### src/rtl/cbq_pkg.sv
package cbq_pkg;

    localparam int DATA_W  = 32;
    localparam int COEF_W  = 24;
    localparam int FRAC    = 20;
    localparam int ACC_W   = 60;
    localparam int DIGITS  = COEF_W / 2;
    localparam int DIG_W   = $clog2(DIGITS);
    localparam int CVT_W   = 48;

    typedef struct packed {
        logic acc_init;
        logic op_load;
        logic step;
    } t_mac_ctl;

    function automatic logic signed [DATA_W-1:0] sat_acc(input logic signed [ACC_W-1:0] acc);
        logic signed [ACC_W-FRAC-1:0] q;
        q = acc[ACC_W-1:FRAC];
        if (q[ACC_W-FRAC-1:DATA_W-1] == '0 || q[ACC_W-FRAC-1:DATA_W-1] == '1) begin
            return q[DATA_W-1:0];
        end
        return q[ACC_W-FRAC-1] ? {1'b1, {(DATA_W-1){1'b0}}} : {1'b0, {(DATA_W-1){1'b1}}};
    endfunction

endpackage

### src/rtl/cbq_mac.sv
module cbq_mac
    import cbq_pkg::*;
(
    input  logic                     i_clk,
    input  logic                     i_rst_n,
    input  t_mac_ctl                 i_ctl,
    input  logic signed [ACC_W-1:0]  i_acc_init,
    input  logic signed [DATA_W-1:0] i_data,
    input  logic signed [COEF_W-1:0] i_coef,
    output logic signed [ACC_W-1:0]  o_acc,
    output logic                     o_last
);

    logic signed [ACC_W-1:0]  r_acc;
    logic signed [ACC_W-1:0]  r_md;
    logic signed [ACC_W-1:0]  r_md3;
    logic        [COEF_W-1:0] r_coef;
    logic        [DIG_W-1:0]  r_dig;
    logic signed [ACC_W-1:0]  md_ext;
    logic signed [ACC_W-1:0]  pp;
    logic                     top;

    assign md_ext = ACC_W'(i_data);
    assign top    = (r_dig == DIG_W'(DIGITS - 1));

    // radix-4 digit of the coefficient, top digit carries the sign weight
    always_comb begin
        pp = '0;
        if (top) begin
            case (r_coef[1:0])
                2'b01:   pp = r_md;
                2'b10:   pp = -(r_md <<< 1);
                2'b11:   pp = -r_md;
                default: pp = '0;
            endcase
        end else begin
            case (r_coef[1:0])
                2'b01:   pp = r_md;
                2'b10:   pp = r_md <<< 1;
                2'b11:   pp = r_md3;
                default: pp = '0;
            endcase
        end
    end

    always_ff @(posedge i_clk) begin
        if (!i_rst_n) begin
            r_dig <= '0;
        end else if (i_ctl.op_load) begin
            r_dig <= '0;
        end else if (i_ctl.step) begin
            r_dig <= top ? '0 : r_dig + DIG_W'(1);
        end
    end

    always_ff @(posedge i_clk) begin
        if (i_ctl.acc_init) begin
            r_acc <= i_acc_init;
        end else if (i_ctl.step) begin
            r_acc <= r_acc + pp;
        end
        if (i_ctl.op_load) begin
            r_md   <= md_ext;
            r_md3  <= md_ext + (md_ext <<< 1);
            r_coef <= i_coef;
        end else if (i_ctl.step) begin
            r_md   <= r_md <<< 2;
            r_md3  <= r_md3 <<< 2;
            r_coef <= r_coef >> 2;
        end
    end

    assign o_acc  = r_acc;
    assign o_last = top;

endmodule

### src/rtl/cascaded_biquad_lowpass.sv
// Each section runs five 24x32 products through one radix-4 digit-serial MAC, one
// coefficient digit per step, with an operand load step before each product and a
// result step after it. A new sample is taken only in idle, after the last result
// has entered the output register; zero sections skip the MAC. Synchronous active-low
// reset clears control and delay words and presets unity gain with two sections.
module cascaded_biquad_lowpass
    import cbq_pkg::*;
#(
    parameter int MAX_SECTIONS = 4,
    parameter int SAMPLE_WIDTH = 16,
    localparam int TDATA_W = ((SAMPLE_WIDTH + 7) / 8) * 8
) (
    input  logic                     i_clk,
    input  logic                     i_rst_n,
    input  logic                     s_axis_tvalid,
    output logic                     s_axis_tready,
    input  logic [TDATA_W-1:0]       s_axis_tdata,   // [SAMPLE_WIDTH-1:0] sample_in
    output logic                     m_axis_tvalid,
    input  logic                     m_axis_tready,
    output logic [TDATA_W-1:0]       m_axis_tdata,   // [SAMPLE_WIDTH-1:0] sample_out
    input  logic                     i_cfg_wen,
    input  logic [2:0]               i_cfg_index,
    input  logic [COEF_W-1:0]        i_cfg_wdata
);

    localparam int SH_UP   = (SAMPLE_WIDTH <= FRAC + 1) ? (FRAC + 1 - SAMPLE_WIDTH) : 0;
    localparam int SH_DN   = (SAMPLE_WIDTH > FRAC + 1) ? (SAMPLE_WIDTH - FRAC - 1) : 0;
    localparam int SEC_IW  = (MAX_SECTIONS > 1) ? $clog2(MAX_SECTIONS) : 1;
    localparam int CNT_W   = $clog2(MAX_SECTIONS + 1);
    localparam logic signed [CVT_W-1:0] RND_IN  = (CVT_W'(1) << SH_DN) >> 1;
    localparam logic signed [CVT_W-1:0] RND_OUT = (CVT_W'(1) << SH_UP) >> 1;
    localparam logic signed [CVT_W-1:0] OUT_HI  = (CVT_W'(1) << (SAMPLE_WIDTH - 1)) - CVT_W'(1);
    localparam logic signed [CVT_W-1:0] OUT_LO  = -(CVT_W'(1) << (SAMPLE_WIDTH - 1));

    localparam logic [2:0] REG_FB1  = 3'd0;
    localparam logic [2:0] REG_FB2  = 3'd1;
    localparam logic [2:0] REG_FZ   = 3'd2;
    localparam logic [2:0] REG_F1   = 3'd3;
    localparam logic [2:0] REG_F2   = 3'd4;
    localparam logic [2:0] REG_NSEC = 3'd5;

    localparam logic [2:0] P_FB1 = 3'd0;
    localparam logic [2:0] P_FB2 = 3'd1;
    localparam logic [2:0] P_FZ  = 3'd2;
    localparam logic [2:0] P_F1  = 3'd3;
    localparam logic [2:0] P_F2  = 3'd4;

    typedef enum logic [2:0] {S_IDLE, S_START, S_LOAD, S_MUL, S_NEXT, S_FIN} t_state;

    t_state                    r_state;
    logic signed [COEF_W-1:0]  r_fb1, r_fb2, r_fz, r_f1, r_f2;
    logic        [2:0]         r_sections;
    logic        [CNT_W-1:0]   r_nsec;
    logic        [SEC_IW-1:0]  r_sec;
    logic        [2:0]         r_prod;
    logic signed [DATA_W-1:0]  r_y, r_s1, r_s2, r_w;
    logic signed [DATA_W-1:0]  r_recent [MAX_SECTIONS];
    logic signed [DATA_W-1:0]  r_older  [MAX_SECTIONS];
    logic                      r_ovalid;
    logic [SAMPLE_WIDTH-1:0]   r_odata;

    t_mac_ctl                  mac_ctl;
    logic signed [ACC_W-1:0]   acc_init;
    logic signed [DATA_W-1:0]  mac_data;
    logic signed [COEF_W-1:0]  mac_coef;
    logic signed [ACC_W-1:0]   mac_acc;
    logic                      mac_last;
    logic signed [DATA_W-1:0]  sat_res;

    logic signed [SAMPLE_WIDTH-1:0] x_in;
    logic signed [CVT_W-1:0]   cvt_in;
    logic signed [CVT_W-1:0]   cvt_out;
    logic [SAMPLE_WIDTH-1:0]   out_sat;
    logic [CNT_W-1:0]          n_clamp;
    logic                      sec_last;

    assign x_in    = s_axis_tdata[SAMPLE_WIDTH-1:0];
    assign cvt_in  = ((CVT_W'(x_in) <<< SH_UP) + RND_IN) >>> SH_DN;
    assign cvt_out = ((CVT_W'(r_y) <<< SH_DN) + RND_OUT) >>> SH_UP;
    assign n_clamp = (32'(r_sections) > MAX_SECTIONS) ? CNT_W'(MAX_SECTIONS)
                                                       : CNT_W'(r_sections);
    assign sec_last = ((CNT_W'(r_sec) + CNT_W'(1)) == r_nsec);
    assign sat_res  = sat_acc(mac_acc);

    always_comb begin
        if (cvt_out > OUT_HI) begin
            out_sat = OUT_HI[SAMPLE_WIDTH-1:0];
        end else if (cvt_out < OUT_LO) begin
            out_sat = OUT_LO[SAMPLE_WIDTH-1:0];
        end else begin
            out_sat = cvt_out[SAMPLE_WIDTH-1:0];
        end
    end

    always_comb begin
        unique case (r_prod)
            P_FB1:   begin mac_data = r_s1; mac_coef = r_fb1; end
            P_FB2:   begin mac_data = r_s2; mac_coef = r_fb2; end
            P_FZ:    begin mac_data = r_w;  mac_coef = r_fz;  end
            P_F1:    begin mac_data = r_s1; mac_coef = r_f1;  end
            default: begin mac_data = r_s2; mac_coef = r_f2;  end
        endcase
    end

    // accumulator preset: section input in Q12.20 plus the rounding half, or rounding half only
    always_comb begin
        mac_ctl.op_load  = (r_state == S_LOAD);
        mac_ctl.step     = (r_state == S_MUL);
        mac_ctl.acc_init = (r_state == S_START) || (r_state == S_NEXT && r_prod == P_FB2);
        if (r_state == S_START) begin
            acc_init = {{(ACC_W - DATA_W - FRAC){r_y[DATA_W-1]}}, r_y, 1'b1, {(FRAC-1){1'b0}}};
        end else begin
            acc_init = ACC_W'(1) <<< (FRAC - 1);
        end
    end

    cbq_mac u_mac (
        .i_clk      (i_clk),
        .i_rst_n    (i_rst_n),
        .i_ctl      (mac_ctl),
        .i_acc_init (acc_init),
        .i_data     (mac_data),
        .i_coef     (mac_coef),
        .o_acc      (mac_acc),
        .o_last     (mac_last)
    );

    always_ff @(posedge i_clk) begin
        if (!i_rst_n) begin
            r_fb1      <= '0;
            r_fb2      <= '0;
            r_fz       <= COEF_W'(1 << FRAC);
            r_f1       <= '0;
            r_f2       <= '0;
            r_sections <= 3'd2;
        end else if (i_cfg_wen) begin
            unique case (i_cfg_index)
                REG_FB1:  r_fb1      <= i_cfg_wdata;
                REG_FB2:  r_fb2      <= i_cfg_wdata;
                REG_FZ:   r_fz       <= i_cfg_wdata;
                REG_F1:   r_f1       <= i_cfg_wdata;
                REG_F2:   r_f2       <= i_cfg_wdata;
                REG_NSEC: r_sections <= i_cfg_wdata[2:0];
                default:  ;
            endcase
        end
    end

    always_ff @(posedge i_clk) begin
        if (!i_rst_n) begin
            r_state  <= S_IDLE;
            r_sec    <= '0;
            r_nsec   <= '0;
            r_prod   <= P_FB1;
            r_ovalid <= 1'b0;
            for (int i = 0; i < MAX_SECTIONS; i++) begin
                r_recent[i] <= '0;
                r_older[i]  <= '0;
            end
        end else begin
            if (r_ovalid && m_axis_tready && r_state != S_FIN) begin
                r_ovalid <= 1'b0;
            end
            unique case (r_state)
                S_IDLE: begin
                    if (s_axis_tvalid) begin
                        r_y    <= cvt_in[DATA_W-1:0];
                        r_sec  <= '0;
                        r_nsec <= n_clamp;
                        r_state <= (n_clamp == '0) ? S_FIN : S_START;
                    end
                end
                S_START: begin
                    r_s1    <= r_recent[r_sec];
                    r_s2    <= r_older[r_sec];
                    r_prod  <= P_FB1;
                    r_state <= S_LOAD;
                end
                S_LOAD: begin
                    r_state <= S_MUL;
                end
                S_MUL: begin
                    if (mac_last) begin
                        r_state <= S_NEXT;
                    end
                end
                S_NEXT: begin
                    if (r_prod == P_FB2) begin
                        r_w     <= sat_res;
                        r_prod  <= P_FZ;
                        r_state <= S_LOAD;
                    end else if (r_prod == P_F2) begin
                        r_y             <= sat_res;
                        r_recent[r_sec] <= r_w;
                        r_older[r_sec]  <= r_s1;
                        if (sec_last) begin
                            r_state <= S_FIN;
                        end else begin
                            r_sec   <= r_sec + SEC_IW'(1);
                            r_state <= S_START;
                        end
                    end else begin
                        r_prod  <= r_prod + 3'd1;
                        r_state <= S_LOAD;
                    end
                end
                S_FIN: begin
                    if (!r_ovalid || m_axis_tready) begin
                        r_ovalid <= 1'b1;
                        r_odata  <= out_sat;
                        r_state  <= S_IDLE;
                    end
                end
                default: r_state <= S_IDLE;
            endcase
        end
    end

    assign s_axis_tready = (r_state == S_IDLE);
    assign m_axis_tvalid = r_ovalid;
    assign m_axis_tdata  = TDATA_W'(r_odata);

`ifndef SYNTHESIS
    a_sec_range: assert property (@(posedge i_clk) disable iff (!i_rst_n)
        (r_state == S_START || r_state == S_LOAD || r_state == S_MUL || r_state == S_NEXT)
        |-> (CNT_W'(r_sec) < r_nsec))
        else $error("section index beyond active count");

    a_prod_range: assert property (@(posedge i_clk) disable iff (!i_rst_n)
        (r_prod <= P_F2))
        else $error("product index out of range");

    a_accept_busy: assert property (@(posedge i_clk) disable iff (!i_rst_n)
        (s_axis_tvalid && s_axis_tready) |=> (r_state != S_IDLE))
        else $error("block still idle after input transfer");

    a_out_from_fin: assert property (@(posedge i_clk) disable iff (!i_rst_n)
        $rose(m_axis_tvalid) |-> ($past(r_state) == S_FIN))
        else $error("output raised outside finish step");
`endif

endmodule

### config.mk
export PLATFORM = sky130hd
export DESIGN_NAME = cascaded_biquad_lowpass
export DESIGN_NICKNAME = d
export VERILOG_FILES = /design/src/rtl/cbq_pkg.sv /design/src/rtl/cbq_mac.sv /design/src/rtl/cascaded_biquad_lowpass.sv
export SDC_FILE = /design/constraint.sdc
export NUM_CORES = 2
export LEC_CHECK = 0
export ABC_AREA = 0
export BUFFER_PORTS_ARGS = -buffer_cell sky130_fd_sc_hd__buf_2
export CORE_MARGIN = 3
export CORE_UTILIZATION = 40
export CTS_BUF_LIST = sky130_fd_sc_hd__clkbuf_8 sky130_fd_sc_hd__clkbuf_16
export CTS_CLUSTER_SIZE = 20
export DETAILED_ROUTE_END_ITERATION = 8
export GPL_TIMING_DRIVEN = 0
export PLACE_DENSITY = 0.53
export SYNTH_ARGS = -nofsm -noshare
export SYNTH_HDL_FRONTEND = slang
export SYNTH_HIERARCHICAL = 1
export SYNTH_SLANG_ARGS = --single-unit
### constraint.sdc
create_clock -name i_clk -period 9.3 [get_ports i_clk]
set_input_delay 1.395 -clock i_clk [delete_from_list [all_inputs] [get_ports i_clk]]
set_output_delay 1.395 -clock i_clk [all_outputs]
set_load 0.05 [all_outputs]
# Word-level counts from Yosys, hierarchy flattened
# Memories as Yosys holds them, arrays and structs flattened. A register that Yosys moved wholly into a read port is not among the register bits.
# Index checks and enable logic that the tools add are counted.
dict set report classes {
  n_eq_ne 28
  n_reduce_logical 34
  n_addsub 9
  mux 56
  bitwise_logic 1
  magnitude_cmp 3
}
# op n
set op_table {}
lappend op_table {{$mux 60} 8}
lappend op_table {{$pmux 60 s3} 2}
lappend op_table {{$mux 32} 8}
lappend op_table {{$pmux 32 s2} 2}
lappend op_table {{$neg 60->60} 2}
lappend op_table {{$pmux 24 s4} 1}
lappend op_table {{$reduce_or 32->1} 2}
lappend op_table {{$add 60x60->60} 1}
lappend op_table {{$mux 24} 2}
lappend op_table {{$add 32x33->34} 1}
lappend op_table {{$add 32x6->33 const B} 1}
lappend op_table {{$mux 3} 10}
lappend op_table {{$gt 28x16->1 const B} 1}
lappend op_table {{$lt 28x16->1 const B} 1}
lappend op_table {{$eq 3x2->1 const B} 6}
lappend op_table {{$pmux 3 s6} 1}
lappend op_table {{$reduce_and 2->1} 9}
lappend op_table {{$mux 16} 1}
lappend op_table {{$eq 3x3->1 const B} 5}
lappend op_table {{$logic_not 3->1} 4}
lappend op_table {{$mux 1} 12}
lappend op_table {{$mux 2} 6}
lappend op_table {{$reduce_and 5->1} 2}
lappend op_table {{$eq 3x1->1 const B} 3}
lappend op_table {{other kinds (24)} 40}
dict set report totals {
  register_bits 423
  mem_bits_rw 256
  out_inout_bits 18
  word_cells 152
  mem_count 2
  in_bits 48
}
# name words width read_ports rd_clocked_by_memory_dff wr line
set mem_list {}
lappend mem_list {r_older 4 32 1 1 4 cascaded_biquad_lowpass.sv:58} ;# logic signed [DATA_W-1:0] r_older [MAX_SECTIONS];
lappend mem_list {r_recent 4 32 1 1 4 cascaded_biquad_lowpass.sv:57} ;# logic signed [DATA_W-1:0] r_recent [MAX_SECTIONS];

# Depth between registers and ports, before layout
dict set report depth {
  ltp_word 8
  depth_mapped 22
  mapped_depth_nobuf 21
}

# Cells and area by module
# Netlist, hierarchy kept.
# module seq_area_each_um2 cells_each area_per_inst_um2 n_inst
set modules_own_cells {}
lappend modules_own_cells {cascaded_biquad_lowpass 14714.1 1923 23531.3 1}
lappend modules_own_cells {cbq_mac 6175.9 2040 17646.9 1}

# Least setup slack after synthesis
# No wires, ideal clock.
dict set report synth_path {
  kind {register to register}
  start {register r_prod[0]}
  end {memory r_older[3][0] (enable)}
  setup_slack_ns 2.967
  arrival_time_ns 5.759
  n_path_buf 2
  setup_time_ns 0.574
  required_ns 8.726
  path_stages_with_launch 7
  synth_period_minus_slack_ns 6.333
  cell_sequence {dfxtp_1 inv_1 ha_1 clkbuf_1 clkbuf_1 nand3_1 o21ai_0}
}
# item line
set synth_lines {}
lappend synth_lines {{from (decl)} cascaded_biquad_lowpass.sv:55} ;# logic [2:0] r_prod;
lappend synth_lines {{from (signal assigned)} cascaded_biquad_lowpass.sv:203} ;# r_prod <= r_prod + 3'd1;
lappend synth_lines {{to (decl)} cascaded_biquad_lowpass.sv:58}

# Final worst setup path
dict set report layout_path {
  start {register u_mac.r_coef[0]}
  end {register u_mac.r_acc[52], in the netlist u_mac/o_acc[52], data pin}
}
dict set report layout_via {
  elab_chain_cells 6
  word_cells_on_any_way 9
  cone_classes {add/sub: 1; eq/ne: 3; mux: 5}
}
# item line
set layout_lines {}
lappend layout_lines {{from (decl)} cbq_mac.sv:17} ;# logic [COEF_W-1:0] r_coef;
lappend layout_lines {{from (signal assigned)} cbq_mac.sv:65} ;# r_coef <= i_coef;
lappend layout_lines {{from (signal assigned)} cbq_mac.sv:69} ;# r_coef <= r_coef >> 2;
lappend layout_lines {{$eq 2x2->1 / $eq 2x1->1 (equally long branches)} {cbq_mac.sv:30, cbq_mac.sv:37}}
lappend layout_lines {{$pmux 60 s3, on equally long branches} {cbq_mac.sv:37, cbq_mac.sv:30}}
lappend layout_lines {{$mux 60 *} cbq_mac.sv:29} ;# if (top) begin
lappend layout_lines {{$add 60x60->60 *} cbq_mac.sv:60} ;# r_acc <= r_acc + pp;
lappend layout_lines {{$mux 60 *} cbq_mac.sv:59} ;# end else if (i_ctl.step) begin
lappend layout_lines {{$mux 60 *} cbq_mac.sv:57} ;# if (i_ctl.acc_init) begin
lappend layout_lines {{to (signal assigned)} cbq_mac.sv:58} ;# r_acc <= i_acc_init;
lappend layout_lines {{to (signal assigned)} cbq_mac.sv:60}
lappend layout_lines {{to (decl)} cbq_mac.sv:14} ;# logic signed [ACC_W-1:0] r_acc;
# Every way passes the cells marked *; elsewhere a longest branch is shown, timed or not. The select of a mux whose other input is x is not followed.
# A chain may end at the register's enable or synchronous reset.

==> impl_metrics.csv <==
group,metric,value,unit
placement,dp_slack,2048,ps
flow_run,maxCapViolCount,1,
global_route,grt.overflow.total,0,
clocking,path_clk_slew,60,ps
pwr,p_int,7.548,mW
critical_path,crit_arrival,7870,ps
detailed_routing,ant_nets,0,
synthesis,synth-warning-count,6,
global_route,grt_pass1_wl,205200,um
critical_path,r2r-end,"u_mac/o_acc[52]",
finish,fin_area,0.04646,mm2
detailed_routing,viasPerCell,5.745,
synthesis,syn_area,0.04118,mm2
sta,finalWorstSetupSlack,1829,ps
finish,fin_util,0.4553,
critical_path,reg2regPathDepth,17,
placement,place_congestion,0.9190,
detailed_routing,drt_iter0_drc,3467,
clocking,insertion_delay,680,ps
clocking,postCtsResizedCells,0,
die,rows,117,
detailed_routing,firstDrtPassIters,5,
die,die_height,326.9,um
clocking,cts_htree_levels,3,
placement,placed_area,0.04369,mm2
sta,rsz0062_at_grt,"false",
global_route,grt_pass1_vias,30680,
clocking,clk_path_buf_depth,3,
finish,nets,4308,
critical_path,crit_start,"u_mac/r_coef[0]",
sta,skew,54.90,ps
detailed_routing,wirelength,139100,um
detailed_routing,detailroute.via_count,32080,
sta,finalSetupTns,0,ps
pwr,finalPower,12.09,mW
global_route,grt_max_degree,60,
placement,numPortBuffers,65,
critical_path,cp_max_fo,10,
critical_path,start_kind,"flop",
die,core,0.1020,mm2
pwr,power_frac_seq,0.371,
sta,slew_headroom,0.0002689,
clocking,cts-root-buf,"clkbuf_16",
critical_path,critPathKind,"flop to flop",
sta,fin_crit,7471,ps
pwr,p_leak,16.92,nW
sta,hold_violations,0,
critical_path,crit_end,"u_mac/o_acc[52]",
clocking,cts_tree,"built",
pwr,swShare,0.3757,
global_route,antenna_found_initial,7,
placement,dp_hpwl,100900,um
die,die_x,326.9,um
critical_path,cp_data_required_time,9700,ps
outcome,violations,"capacitance limit",
detailed_routing,wl_per_cell,24.92,um
hold_path,hp-class,"flop to flop",
clocking,cts_hold_buf,0,
detailed_routing,drc,0,
synthesis,synth_cell_types,96,
pwr,ir_worst_vdd,159.1,uV
clocking,clock_sinks,742,
synthesis,ys_ff_latch,742,
critical_path,r2r_slack,1830,ps
clocking,cts_buffers,84,
die,die_area,0.1068,mm2
sta,final-max-slew-violation-count,0,
synthesis,ys_seq_area_frac,0.5073,
sta,fin_crit_sh,0.8033,
sta,worst_slew_pin_slew,1500,ps
pwr,p_switching,4.542,mW
sta,setup_viol,0,
synthesis,synth-edff-count,603,
outcome,status,"finished, violations left",
finish,drive_gt1_frac,0.09376,
sta,max_freq,133.9,MHz
finish,area_growth,12.82,%
synthesis,ys.flop_type,"edfxtp_1",
synthesis,async_flop_share,0,
critical_path,worst_setup_path_end_kind,"flop",
clocking,cts_post_setup_buffers_inserted,0,
die,start_util,0.4036,
global_route,grt.total_usage,0.2564,
pwr,powerDensity,260.2,mW/mm2
critical_path,reg2reg_from,"u_mac/r_coef[0]",
pwr,combinationalPowerShare,0.353,
synthesis,syn_avg_cell_area,10.39,um2
pwr,p_clk_frac,0.275,
die,io_pins,66,
synthesis,synthCells,3963,
## power by group through the flow
stage                     sequential [mW]  clock, mW  combinational (mW)
after global routing                 4.52       3.51                4.66
after CTS                            4.48       3.39                4.20
after detailed placement             4.54          0                4.18
final                                4.49       3.33                4.27
after floorplan                      4.43          0                2.87
after global placement               4.58          0                4.12
## flip-flops by register name, summed over array words and instances (netlist names), 2 cells and up
register and flops:
r_older 128, r_recent 128, u_mac/o_acc 60, u_mac/r_md3 60, u_mac/r_md 59, r_s1 32, r_s2 32, r_w 32
r_y 32, r_f1 24, r_f2 24, r_fb1 24, r_fb2 24, r_fz 24, u_mac/r_coef 24, m_axis_tdata 16
u_mac/r_dig 4, r_nsec 3, r_prod 3, r_sections 3, r_state 3, r_sec 2
## stage by stage
step                      instances  hold slack (ps)
after detailed placement       5429            457.6
after global placement         5414            449.7
final                          5584            463.9
after floorplan                3981            441.2
after CTS                      5581            465.8
after global routing           5582            483.9
## routing by layer
layer  global-route usage  part of all wire  vias up
met4              0.08671             0.034        4
met1               0.3685              0.44    15670
li1                     -                 -    14890
met5                    0           0.00014        -
met3              0.04272             0.078      216
met2               0.3928              0.44     1300
## synthesized netlist by cell type (all sizes together) (115+ instances only)
cell type | number | share of area
and2 | 243 | 0.037
clkbuf | 258 | 0.024
dfxtp | 139 | 0.068
a21boi | 133 | 0.024
xnor2 | 115 | 0.025
a21oi | 178 | 0.022
edfxtp | 603 | 0.44
nor2 | 155 | 0.014
nand2 | 577 | 0.053
o21ai | 276 | 0.034
## worst min-delay path by stage
stage          startpoint   endpoint  slack (ps)  cells after the start
3_3_place_gp      r_fz[8]    r_fz[8]         450                      2
2_1_floorplan    r_fz[20]   r_fz[20]         440                      2
3_5_place_dp     r_f2[19]   r_f2[19]         460                      2
6_report         r_f2[19]   r_f2[19]         460                      2
4_1_cts          r_f2[19]   r_f2[19]         470                      2
5_1_grt         r_fb1[19]  r_fb1[19]         480                      2
## critical path, cell delays in order, from the launching register on
cell and delay, ps:
edfxtp_1 400, clkbuf_1 440, clkbuf_1 650, clkbuf_1 680, clkbuf_1 640, clkbuf_1 590, o221ai_1 260, o21ai_0 360
ha_1 420, a21oi_1 240, o22ai_1 190, nor3_1 320, o211ai_1 230, a31oi_1 460, o41ai_2 290, a2111oi_0 700
nor4_1 120, nand3b_1 210
## layout by cell type, fill, tap and decap left out, types with 74 or more instances in the layout
cell type / n
inv_1: 127
nor2_1: 154
nand3_1: 95
a21o_1: 74
a21oi_1: 177
dfxtp_1: 139
clkbuf_16: 85
and2_1: 241
edfxtp_1: 603
o21ai_0: 261
ha_1: 111
nand2_1: 577
xnor2_1: 114
a22oi_1: 111
and3_1: 87
a21boi_0: 131
clkbuf_1: 257
## logic make-up after synthesis
logic type                 count (synthesis)  synth area share
muxes                                    145           0.05670
xor gates and xnor gates                 161           0.03443
adders and majority gates                113           0.03470
buffers and inverters                    395           0.03677
other                                      2         0.0001824
and+or+nand+nor                         1379            0.1672
AOI/OAI and AO/OA                       1026            0.1627
DFF                                      742            0.5073
## cell type report
type                    count  area (um2)
multi-input cells        2844       18910
repair buffers             80       664.4
plain buffers             282        1090
diodes                      3       7.507
fillers                  9699       55580
clock inverters            62       563.0
well taps                1368        1712
clock buffers              90        2196
inverters                 113       424.2
flip-flops and latches    742       20890
(Power assumes the default switching activity.)
